File: src/assert_macros.svh
// Assertion macros shared by the decoder RTL.
// Plain text only; files that check their own logic include this header.
`ifndef ASSERT_MACROS_SVH
`define ASSERT_MACROS_SVH

// Same-cycle implication, checked at every rising clock edge outside reset.
`define ASSERT_IMPLIES(lbl, clk, rst, ante, cons, msg) \
  lbl: assert property (@(posedge clk) disable iff (rst) (ante) |-> (cons)) \
    else $error(msg);

// Next-cycle implication, checked at every rising clock edge outside reset.
`define ASSERT_NEXT(lbl, clk, rst, ante, cons, msg) \
  lbl: assert property (@(posedge clk) disable iff (rst) (ante) |=> (cons)) \
    else $error(msg);

`endif

File: src/swd_pkg.sv
// Shared types, widths and constants of the simplex weight decoder.
// No dependencies; every other source file but assert_macros.svh imports this package.
package swd_pkg;

  localparam int CODE_W     = 64;
  localparam int LEVELS_W   = 23;
  localparam int WEIGHT_W   = 24;
  localparam int FOURTH_W   = 23;
  localparam int SEARCH_W   = 24;
  localparam int BIT_W      = 5;
  localparam int ROOT_W     = 22;
  localparam int H2_W       = 46;
  localparam int APB_ADDR_W = 3;
  localparam int APB_DATA_W = 32;
  localparam int REG_IDX_W  = APB_ADDR_W - 2;

  localparam logic [LEVELS_W-1:0]  LEVELS_RESET = 23'd4258;
  localparam logic [REG_IDX_W-1:0] REG_LEVELS_N = 1'b0;

  // floor(x/3) = (x * RECIP3) >> RECIP3_SHIFT, exact for x below 2^25.
  localparam logic [31:0] RECIP3       = 32'h00AA_AAAB;
  localparam int          RECIP3_SHIFT = 25;

  typedef enum logic [3:0] {
    ST_IDLE,
    ST_EV_PREP,
    ST_EV_DIV,
    ST_EV_UR,
    ST_EV_H1,
    ST_EV_H2,
    ST_EV_H3L,
    ST_EV_H3H,
    ST_EV_ADD,
    ST_EV_CMP,
    ST_STEP,
    ST_FIN,
    ST_JLIM,
    ST_JLIM2,
    ST_DONE
  } st_t;

  typedef struct packed {
    logic                  psel;
    logic                  penable;
    logic                  pwrite;
    logic [APB_ADDR_W-1:0] paddr;
    logic [APB_DATA_W-1:0] pwdata;
  } apb_req_t;

  // Constant tail of the four-weight offset for m = 6u + r:
  // floor((3r^2 + 2r^3 + 18) / 36).
  function automatic logic [3:0] tail4(input logic [2:0] r);
    logic [3:0] v;
    case (r)
      3'd2:    v = 4'd1;
      3'd3:    v = 4'd2;
      3'd4:    v = 4'd5;
      3'd5:    v = 4'd9;
      default: v = 4'd0;
    endcase
    return v;
  endfunction

  // Constant tail of the three-weight offset for a = 6u + r:
  // floor((r^2 + 6) / 12).
  function automatic logic [1:0] tail3(input logic [2:0] r);
    logic [1:0] v;
    case (r)
      3'd3:    v = 2'd1;
      3'd4:    v = 2'd1;
      3'd5:    v = 2'd2;
      default: v = 2'd0;
    endcase
    return v;
  endfunction

endpackage

File: src/swd_channels.sv
// Valid/ready channel interfaces for codes in and weight tuples out.
// Depends on swd_pkg for the field widths.
interface swd_code_if import swd_pkg::*; ();
  logic              valid;
  logic              ready;
  logic [CODE_W-1:0] code;
  logic              end_of_batch;

  modport source(output valid, code, end_of_batch, input ready);
  modport sink(input valid, code, end_of_batch, output ready);
endinterface

interface swd_weight_if import swd_pkg::*; ();
  logic                valid;
  logic                ready;
  logic [WEIGHT_W-1:0] weight_first;
  logic [WEIGHT_W-1:0] weight_second;
  logic [WEIGHT_W-1:0] weight_third;
  logic [FOURTH_W-1:0] weight_fourth;
  logic                end_of_batch_out;

  modport source(output valid, weight_first, weight_second, weight_third,
                 weight_fourth, end_of_batch_out, input ready);
  modport sink(input valid, weight_first, weight_second, weight_third,
               weight_fourth, end_of_batch_out, output ready);
endinterface

File: src/swd_cfg_regs.sv
// Configuration register bank: holds the level count behind the APB port.
// Depends on swd_pkg and assert_macros.svh.
`include "assert_macros.svh"

module swd_cfg_regs import swd_pkg::*; (
  input  logic                  clk,
  input  logic                  rst,
  input  apb_req_t              apb,
  output logic [APB_DATA_W-1:0] prdata,
  output logic [LEVELS_W-1:0]   levels_n
);

  logic [REG_IDX_W-1:0] reg_idx;
  logic                 wr_levels;

  assign reg_idx   = apb.paddr[APB_ADDR_W-1:2];
  assign wr_levels = apb.psel && apb.penable && apb.pwrite && (reg_idx == REG_LEVELS_N);

  always_ff @(posedge clk) begin
    if (rst) begin
      levels_n <= LEVELS_RESET;
    end else if (wr_levels) begin
      levels_n <= apb.pwdata[LEVELS_W-1:0];
    end
  end

  always_comb begin
    case (reg_idx)
      REG_LEVELS_N: prdata = APB_DATA_W'(levels_n);
      default:      prdata = '0;
    endcase
  end

  `ASSERT_NEXT(a_levels_written, clk, rst, wr_levels, levels_n == $past(apb.pwdata[LEVELS_W-1:0]), "level count write lost")

endmodule

File: src/simplex_weight_decoder_top.sv
// Simplex weight decoder top level: sequencer, shared multiplier and result register.
// Depends on swd_pkg, swd_channels, swd_cfg_regs and assert_macros.svh.
//
//   Channel   | Role          | Payload
//   ----------+---------------+-------------------------------------------------
//   codes     | sink          | code[63:0], end_of_batch
//   weights   | source        | weight_first/second/third[23:0], weight_fourth[22:0],
//             |               | end_of_batch_out
//   APB       | register port | levels_n at byte address 0
//
// Each code runs a four-weight and then a three-weight search through the single 32x32
// multiplier; a three-weight offset steps EV_PREP, EV_DIV, EV_UR, EV_H1, EV_H2, EV_CMP,
// a four-weight offset adds EV_H3L, EV_H3H, EV_ADD; each search walks 24 bit positions.
// Reset sets levels_n to 4258 and needs no clearing pass.
// A finished tuple sits in the output register; the next code is taken while it waits,
// and the sequencer only holds in its last state if the previous tuple is still there.
`include "assert_macros.svh"

module simplex_weight_decoder_top import swd_pkg::*; #(
  parameter int CODE_BITS = 64
) (
  input  logic                  clk,
  input  logic                  rst,
  input  logic                  psel,
  input  logic                  penable,
  input  logic                  pwrite,
  input  logic [APB_ADDR_W-1:0] paddr,
  input  logic [APB_DATA_W-1:0] pwdata,
  output logic [APB_DATA_W-1:0] prdata,
  output logic                  pready,
  swd_code_if.sink              codes,
  swd_weight_if.source          weights
);

  localparam logic [CODE_W-1:0] CODE_MASK = {CODE_W{1'b1}} >> (CODE_W - CODE_BITS);

  apb_req_t apb;
  logic [LEVELS_W-1:0] levels_n;

  st_t st, st_next;

  logic [CODE_W-1:0]   rem;
  logic [CODE_W-1:0]   top_val;
  logic [CODE_W-1:0]   best;
  logic [CODE_W-1:0]   acc;
  logic [CODE_W-1:0]   prod;
  logic [SEARCH_W-1:0] cand;
  logic [SEARCH_W-1:0] x;
  logic [SEARCH_W-1:0] lim;
  logic [BIT_W-1:0]    bit_idx;
  logic [SEARCH_W-1:0] m;
  logic [ROOT_W-1:0]   u;
  logic [2:0]          r;
  logic [H2_W-1:0]     h2;
  logic [LEVELS_W-1:0] np;
  logic [FOURTH_W-1:0] k;
  logic                in_j;
  logic                top_eval;
  logic                eob;
  logic                out_valid;

  logic [31:0]         mul_a;
  logic [31:0]         mul_b;
  logic [SEARCH_W-1:0] t;
  logic                t_fits;
  logic [CODE_W-1:0]   diff;
  logic                take_cand;
  logic [ROOT_W-1:0]   u_new;
  logic [SEARCH_W-1:0] six_u;
  logic [2:0]          r_new;
  logic [31:0]         h1_four;
  logic [31:0]         h1_three;
  logic                out_free;
  logic [WEIGHT_W-1:0] j_sh;
  logic [WEIGHT_W-1:0] i_sh;
  logic [WEIGHT_W-1:0] first_w;

  assign apb.psel    = psel;
  assign apb.penable = penable;
  assign apb.pwrite  = pwrite;
  assign apb.paddr   = paddr;
  assign apb.pwdata  = pwdata;
  assign pready      = 1'b1;

  swd_cfg_regs u_cfg (
    .clk      (clk),
    .rst      (rst),
    .apb      (apb),
    .prdata   (prdata),
    .levels_n (levels_n)
  );

  assign codes.ready   = (st == ST_IDLE);
  assign weights.valid = out_valid;
  assign out_free      = !out_valid || weights.ready;

  // Search candidate: the current answer with the bit under test set.
  assign t         = cand | (SEARCH_W'(1) << bit_idx);
  assign t_fits    = (t <= lim);
  assign diff      = top_val - acc;
  assign take_cand = (diff <= rem);

  // Split the offset argument as 6u + r; prod holds (arg/2) * RECIP3 here.
  assign u_new = prod[RECIP3_SHIFT+ROOT_W-1:RECIP3_SHIFT];
  assign six_u = SEARCH_W'({u_new, 2'b00}) + SEARCH_W'({u_new, 1'b0});
  assign r_new = 3'(m - six_u);

  // Horner coefficients: base4 = ((12u + 3 + 6r)u + r + r^2)u + tail4(r),
  // base3 = (3u + r)u + tail3(r).
  assign h1_four  = 32'({u, 3'b000}) + 32'({u, 2'b00}) + 32'd3 +
                    32'({r, 2'b00}) + 32'({r, 1'b0});
  assign h1_three = 32'({u, 1'b0}) + 32'(u) + 32'(r);

  assign j_sh    = cand + WEIGHT_W'(k);
  assign i_sh    = rem[WEIGHT_W-1:0] + j_sh;
  assign first_w = {levels_n, 1'b0} - WEIGHT_W'(2) - i_sh - j_sh - WEIGHT_W'(k);

  always_ff @(posedge clk) begin
    if (rst) begin
      st <= ST_IDLE;
    end else begin
      st <= st_next;
    end
  end

  always_comb begin
    st_next = st;
    mul_a   = '0;
    mul_b   = '0;
    case (st)
      ST_IDLE: begin
        if (codes.valid) st_next = ST_EV_PREP;
      end
      ST_EV_PREP: st_next = ST_EV_DIV;
      ST_EV_DIV: begin
        mul_a   = 32'(m[SEARCH_W-1:1]);
        mul_b   = RECIP3;
        st_next = ST_EV_UR;
      end
      ST_EV_UR: st_next = ST_EV_H1;
      ST_EV_H1: begin
        mul_a   = in_j ? h1_three : h1_four;
        mul_b   = 32'(u);
        st_next = ST_EV_H2;
      end
      ST_EV_H2: st_next = in_j ? ST_EV_CMP : ST_EV_H3L;
      ST_EV_H3L: begin
        mul_a   = h2[31:0];
        mul_b   = 32'(u);
        st_next = ST_EV_H3H;
      end
      ST_EV_H3H: begin
        mul_a   = 32'(h2[H2_W-1:32]);
        mul_b   = 32'(u);
        st_next = ST_EV_ADD;
      end
      ST_EV_ADD: st_next = ST_EV_CMP;
      ST_EV_CMP: begin
        if (top_eval || bit_idx != '0) begin
          st_next = ST_STEP;
        end else begin
          st_next = ST_FIN;
        end
      end
      ST_STEP: begin
        if (t_fits) begin
          st_next = ST_EV_PREP;
        end else if (bit_idx == '0) begin
          st_next = ST_FIN;
        end
      end
      ST_FIN: st_next = in_j ? ST_DONE : ST_JLIM;
      ST_JLIM: begin
        mul_a   = 32'({np, 1'b1});
        mul_b   = RECIP3;
        st_next = ST_JLIM2;
      end
      ST_JLIM2: st_next = ST_EV_PREP;
      ST_DONE: begin
        if (out_free) st_next = ST_IDLE;
      end
      default: st_next = ST_IDLE;
    endcase
  end

  always_ff @(posedge clk) begin
    prod <= 64'(mul_a) * 64'(mul_b);
  end

  always_ff @(posedge clk) begin
    case (st)
      ST_IDLE: begin
        if (codes.valid) begin
          rem      <= codes.code & CODE_MASK;
          eob      <= codes.end_of_batch;
          in_j     <= 1'b0;
          top_eval <= 1'b1;
          cand     <= '0;
          x        <= '0;
          lim      <= SEARCH_W'(levels_n >> 1);
        end
      end
      ST_EV_PREP: begin
        if (in_j) begin
          m <= SEARCH_W'({np, 1'b1}) - SEARCH_W'({x, 1'b0}) - x;
        end else begin
          m <= SEARCH_W'(levels_n) + SEARCH_W'(1) - SEARCH_W'({x, 1'b0});
        end
      end
      ST_EV_UR: begin
        u <= u_new;
        r <= r_new;
      end
      ST_EV_H2: begin
        if (in_j) begin
          acc <= prod + CODE_W'(tail3(r));
        end else begin
          h2 <= prod[H2_W-1:0] + H2_W'(r) + H2_W'(6'(r) * 6'(r));
        end
      end
      ST_EV_H3H: acc <= prod + CODE_W'(tail4(r));
      ST_EV_ADD: acc <= acc + {prod[31:0], 32'd0};
      ST_EV_CMP: begin
        if (top_eval) begin
          top_val  <= acc;
          best     <= acc;
          top_eval <= 1'b0;
          bit_idx  <= BIT_W'(SEARCH_W - 1);
        end else begin
          if (take_cand) begin
            cand <= x;
            best <= acc;
          end
          if (bit_idx != '0) bit_idx <= bit_idx - BIT_W'(1);
        end
      end
      ST_STEP: begin
        if (t_fits) begin
          x <= t;
        end else if (bit_idx != '0) begin
          bit_idx <= bit_idx - BIT_W'(1);
        end
      end
      ST_FIN: begin
        rem <= rem + best - top_val;
        if (!in_j) begin
          k  <= cand[FOURTH_W-1:0];
          np <= levels_n - {cand[LEVELS_W-2:0], 1'b0};
        end
      end
      ST_JLIM: begin
        in_j     <= 1'b1;
        top_eval <= 1'b1;
        cand     <= '0;
        x        <= '0;
      end
      ST_JLIM2: lim <= SEARCH_W'(prod[RECIP3_SHIFT+SEARCH_W-2:RECIP3_SHIFT]);
      default: ;
    endcase
  end

  // Result register: loaded when the sequencer finishes and the slot is free.
  always_ff @(posedge clk) begin
    if (rst) begin
      out_valid <= 1'b0;
    end else if (st == ST_DONE && out_free) begin
      out_valid <= 1'b1;
    end else if (weights.ready) begin
      out_valid <= 1'b0;
    end
  end

  always_ff @(posedge clk) begin
    if (st == ST_DONE && out_free) begin
      weights.weight_first     <= first_w;
      weights.weight_second    <= i_sh;
      weights.weight_third     <= j_sh;
      weights.weight_fourth    <= k;
      weights.end_of_batch_out <= eob;
    end
  end

  `ASSERT_NEXT(a_busy_after_accept, clk, rst, codes.valid && codes.ready, st != ST_IDLE, "sequencer did not start on an accepted code")
  `ASSERT_IMPLIES(a_cand_in_range, clk, rst, st != ST_IDLE, cand <= lim, "search result beyond its limit")
  `ASSERT_NEXT(a_rem_no_wrap, clk, rst, st == ST_FIN, rem <= $past(rem), "offset subtraction wrapped the remainder")
  `ASSERT_IMPLIES(a_done_holds, clk, rst, st == ST_DONE && out_valid && !weights.ready, st_next == ST_DONE, "result slot overwritten")

endmodule

File: src/flat_wrapper.sv
// flat-port wrapper written by rule: the top's interface ports become plain ports
module simplex_weight_decoder_top_flat import swd_pkg::*;
#(
  parameter int CODE_BITS = 64
)
  (clk, rst, psel, penable, pwrite, paddr, pwdata, prdata, pready, codes_valid, codes_code, codes_end_of_batch, codes_ready, weights_valid, weights_weight_first, weights_weight_second, weights_weight_third, weights_weight_fourth, weights_end_of_batch_out, weights_ready);
  swd_code_if codes_i ();
  swd_weight_if weights_i ();
  input  logic clk;
  input  logic rst;
  input  logic psel;
  input  logic penable;
  input  logic pwrite;
  input  logic [APB_ADDR_W-1:0] paddr;
  input  logic [APB_DATA_W-1:0] pwdata;
  output logic [APB_DATA_W-1:0] prdata;
  output logic pready;
  input wire logic [$bits(codes_i.valid)-1:0] codes_valid;
  input wire logic [$bits(codes_i.code)-1:0] codes_code;
  input wire logic [$bits(codes_i.end_of_batch)-1:0] codes_end_of_batch;
  output wire logic [$bits(codes_i.ready)-1:0] codes_ready;
  output wire logic [$bits(weights_i.valid)-1:0] weights_valid;
  output wire logic [$bits(weights_i.weight_first)-1:0] weights_weight_first;
  output wire logic [$bits(weights_i.weight_second)-1:0] weights_weight_second;
  output wire logic [$bits(weights_i.weight_third)-1:0] weights_weight_third;
  output wire logic [$bits(weights_i.weight_fourth)-1:0] weights_weight_fourth;
  output wire logic [$bits(weights_i.end_of_batch_out)-1:0] weights_end_of_batch_out;
  input wire logic [$bits(weights_i.ready)-1:0] weights_ready;
  assign codes_i.valid = codes_valid;
  assign codes_i.code = codes_code;
  assign codes_i.end_of_batch = codes_end_of_batch;
  assign codes_ready = codes_i.ready;
  assign weights_valid = weights_i.valid;
  assign weights_weight_first = weights_i.weight_first;
  assign weights_weight_second = weights_i.weight_second;
  assign weights_weight_third = weights_i.weight_third;
  assign weights_weight_fourth = weights_i.weight_fourth;
  assign weights_end_of_batch_out = weights_i.end_of_batch_out;
  assign weights_i.ready = weights_ready;
  simplex_weight_decoder_top #(.CODE_BITS(CODE_BITS)) u_core (.clk(clk), .rst(rst), .psel(psel), .penable(penable), .pwrite(pwrite), .paddr(paddr), .pwdata(pwdata), .prdata(prdata), .pready(pready), .codes(codes_i), .weights(weights_i));
endmodule
File: config.mk
export PLATFORM = sky130hd
export DESIGN_NAME = simplex_weight_decoder_top_flat
export DESIGN_NICKNAME = d
export VERILOG_FILES = /design/src/swd_pkg.sv /design/src/swd_channels.sv /design/src/swd_cfg_regs.sv /design/src/simplex_weight_decoder_top.sv /design/src/flat_wrapper.sv
export VERILOG_INCLUDE_DIRS = /design/src /design/src/src
export SDC_FILE = /design/constraint.sdc
export NUM_CORES = 2
export LEC_CHECK = 0
export ABC_AREA = 1
export BUFFER_PORTS_ARGS = -buffer_cell sky130_fd_sc_hd__buf_2
export CORE_AREA = 2 2 503 505
export CTS_CLUSTER_SIZE = 14
export DETAILED_ROUTE_END_ITERATION = 8
export DIE_AREA = 0 0 505 507
export PLACE_DENSITY = 0.54
export SLEW_MARGIN = 20
export SYNTH_ARGS = -nofsm -noshare
export SYNTH_HDL_FRONTEND = slang
export SYNTH_SLANG_ARGS = --single-unit
File: constraint.sdc
create_clock -name clk -period 9.9 [get_ports clk]
set_clock_uncertainty 0.05 [all_clocks]
set_input_delay 0.99 -clock clk [delete_from_list [all_inputs] [get_ports clk]]
set_output_delay 0.99 -clock clk [all_outputs]
set_load 0.1 [all_outputs]
==> summary.md <==
| Metric | Value |
|---|---|
| Setup TNS | 0 ns |
| Worst setup path category | flop to flop |
| CP Launch Type | flop |
| Power per cell area | 151 nW/um^2 |
| Static Leak | 39.3 nW |
| GRT met3 Usage | 0.0261 |
| Hold bufs inserted after CTS | 0 |
| Die area | 256000 um^2 |
| Worst-skew pair later-pin latency | 0.71 ns |
| Yosys cell types | 67 |
| Place WS | 0.158 ns |
| Setup violators final | 0 |
| Max-Cap Viols | 0 |
| Worst-path fanout max | 8 |
| Initial DRC count | 5252 |
| P&R area growth vs syn | 12.0% |
| H-tree depth | 3 |
| Hold Slack | 0.394 ns |
| Area of the multi-input gates | 47900 um^2 |
| Sequential area share after synthesis | 0.252 |
| Reg2reg setup slack | 0.34 ns |
| Port Buffers | 216 |
| Largest net degree at the start of global routing | 82 |
| Finished Cell Area | 83700 um^2 |
| Crit path from | u_core.u[1] |
| Reg area | 18900 um^2 |
| IR Drop Worst-Case VDD | 0.000145 V |
| Crit path DAT | 10.14 ns |
| DRC errors left | 0 |
| Clock transition at the registers of the reported paths | 0.06 ns |
| Setup slack after layout | 0.344 ns |
| Most frequent cells after synthesis | inv_1 (1985), nand2_1 (1631), nor2_1 (844) |
| Die Width | 505 um |
| Slew Limit Fails | 0 |
| Gpl congestion | 0.977 |
| GR Overflow Total | 0 |
| Cell Area, Placed | 81000 um^2 |
| DR vias | 63762 |
| CP max stage delay | 0.55 ns |
| Hold endpoint | u_core.weights.end_of_batch_out |
| Post-layout nets | 11045 |
| GR met1 Demand/Resource | 0.301 |
| Fraction of layout cells with a size suffix above 1 | 0.0704 |
| EDFF count, synth | 572 |
| Required @ worst endpoint | 10.49 ns |
| Outcome | completed |
| CTS Buf Count | 75 |
| Final min period | 9.56 ns |
| Reg2Reg Capture Point | u_core.prod[52] |
| 1st-pass router iterations | 7 |
| WHS Path Cells | 0 |
| CP most frequent cell | fa_1 |
| Ys async rst share | 0 |
| Ports | 238 |
| Final Cycle Share | 0.965 |
| Root Driver | clkbuf_16 |
| Synth warn | 0 |
| Non-Filler Instances | 12902 |
| Synth Instances | 9138 |
| Hold WC Path Type | flop to flop |
| Endpoints failing hold | 0 |
| Routed WL | 288 mm |
| Largest cells by area after synthesis | edfxtp_1 (23%), fa_1 (21%), ha_1 (11%) |
| Initial Util | 0.298 |
| Cell Area, Synth | 74800 um^2 |
| CP endpoint kind | flop |
| Die height | 507 um |
| Mean post-synth cell area | 8.18 um^2 |
| Cells on worst reg2reg path | 43 |
| Hold_sp | u_core.eob |
| Wire per inst | 22.3 um |
| Max Freq | 105 MHz |
| Top FF cell, synth | edfxtp_1 |
| Most common cell in the netlist | inv_1 |
| Slew @ Worst Pin | 1.19 ns |
| Top Usage Layer GRT | met2 |
| Cells after DPL | 12761 |
| Total track usage | 0.221 |
| Reg-to-reg startpoint | u_core.u[1] |
| Clock buffer depth | 3 |
| Sink Count | 656 |
| Layout fillers | 26662 |
| Synth area leader | edfxtp_1 |
| Antenna violations before repair | 6 |
| Slew HR | 0.206 |
| Final HPWL DP | 241 mm |
| Routing usage on met2 | 0.361 |
| Number of global-route vias before repair | 65096 |
| Yosys reg bits | 656 |
| Via density | 4.94 |
| Antenna-violating nets left | 0 |
| CTS tree | done |
| CORE AREA | 250000 um^2 |
| CP max-delay cell | fa_1 |
| Std cell rows | 184 |
| Post-synth top area share | 0.230 |
| First-pass GRT wire length | 423 mm |
[report_power, final]
part	leakage, nW	internal, mW	switching (mW)
clock network	1.22	1.63	1.28
logic	32.1	2.05	4.03
registers	5.95	3.45	0.228
total	39.3	7.12	5.54
[cell families (layout without fill, tap and decap cells)]
kind of cell / count (synthesis) / in the layout / synth area share
other cells: 2 / 19 / 0.000100
simple gates: 3062 / 3062 / 0.168
buf+inv: 2172 / 2571 / 0.111
xor+xnor: 343 / 343 / 0.0403
flops: 656 / 656 / 0.252
compound gates: 1459 / 1459 / 0.110
fa+ha+maj: 1444 / 1444 / 0.319
[layout by cell type (no fill, tap or decap), types with 13 or more instances in the layout]
cell       count
or2_2         23
clkbuf_16     80
fa_1         767
o211ai_1      22
nand3_1      277
nand4_1       83
ha_1         673
a221oi_1      26
dfxtp_1       84
a21oi_1      679
o21bai_1      34
clkinv_1      24
buf_2        216
nor2_1       825
xor2_1       235
conb_1        18
nor4_1        39
nand2_2       19
o21ai_0      429
clkinv_2      13
nor3_1        96
nand2_1     1629
a21boi_0      23
a22o_1        20
a21o_1        48
o21a_1        31
buf_4        203
nor2_2        22
a31oi_1       68
nand3b_1      16
inv_1       1981
edfxtp_1     572
xnor2_1      105
[routing by layer]
layer | vias up | part of all wire
met4 | 8 | 0.039
met3 | 427 | 0.060
met5 | - | 0.00021
li1 | 29791 | -
met1 | 31395 | 0.45
met2 | 2141 | 0.45
[worst max-delay path, delay by kind of cell (launching register included)]
family,cells,cell delay (ns)
buf+inv,9,0.82
fa+ha+maj,12,5.21
simple gates,19,2.49
compound gates,1,0.17
flops,1,0.36
xor+xnor,2,0.36
[flip-flops by register name, summed over array words and instances (netlist names), 24 cells and up]
name and flops:
u_core.acc 64, u_core.best 64, u_core.rem 64, u_core.top_val 64, u_core.prod 56, u_core.h2 46
u_core.cand 24, u_core.m 24, u_core.weights.weight_first 24, u_core.weights.weight_second 24, u_core.weights.weight_third 24, u_core.x 24
[worst max-delay path by stage]
stage / to / slack [ns] / cells after the start
floorplan: u_core.prod[55] / 1.05 / 42
global route: u_core.prod[52] / -0.06 / 47
finish: u_core.prod[52] / 0.34 / 43
global placement: u_core.prod[45] / 0.14 / 45
CTS: u_core.prod[51] / 0.11 / 40
detailed placement: u_core.prod[51] / 0.16 / 40
[metrics by stage]
stage                     utilization  power, mW
after global routing            0.334       13.5
after detailed placement        0.324       9.71
after CTS                       0.334       12.7
after floorplan                     -       7.68
after global placement          0.324       9.69
final                           0.334       12.7
[area by class of cell]
type	count	area share
Multi-Input combinational cell	6326	0.572
Sequential cell	656	0.225
Inverter	2008	0.0901
Tap cell	3348	0.0500
Timing Repair Buffer	427	0.0326
Clock buffer	91	0.0245
Clock inverter	45	0.00543
Antenna cell	1	0.0000299
[timing repair]
item / in CTS / in global routing
buffers inserted: 0 / 4
hold endpoints to repair: 0 / 0
gates resized for setup: 0 / 45
endpoints found under the setup margin: 0 / 29
No activity file was read; power rests on OpenSTA's default activity.
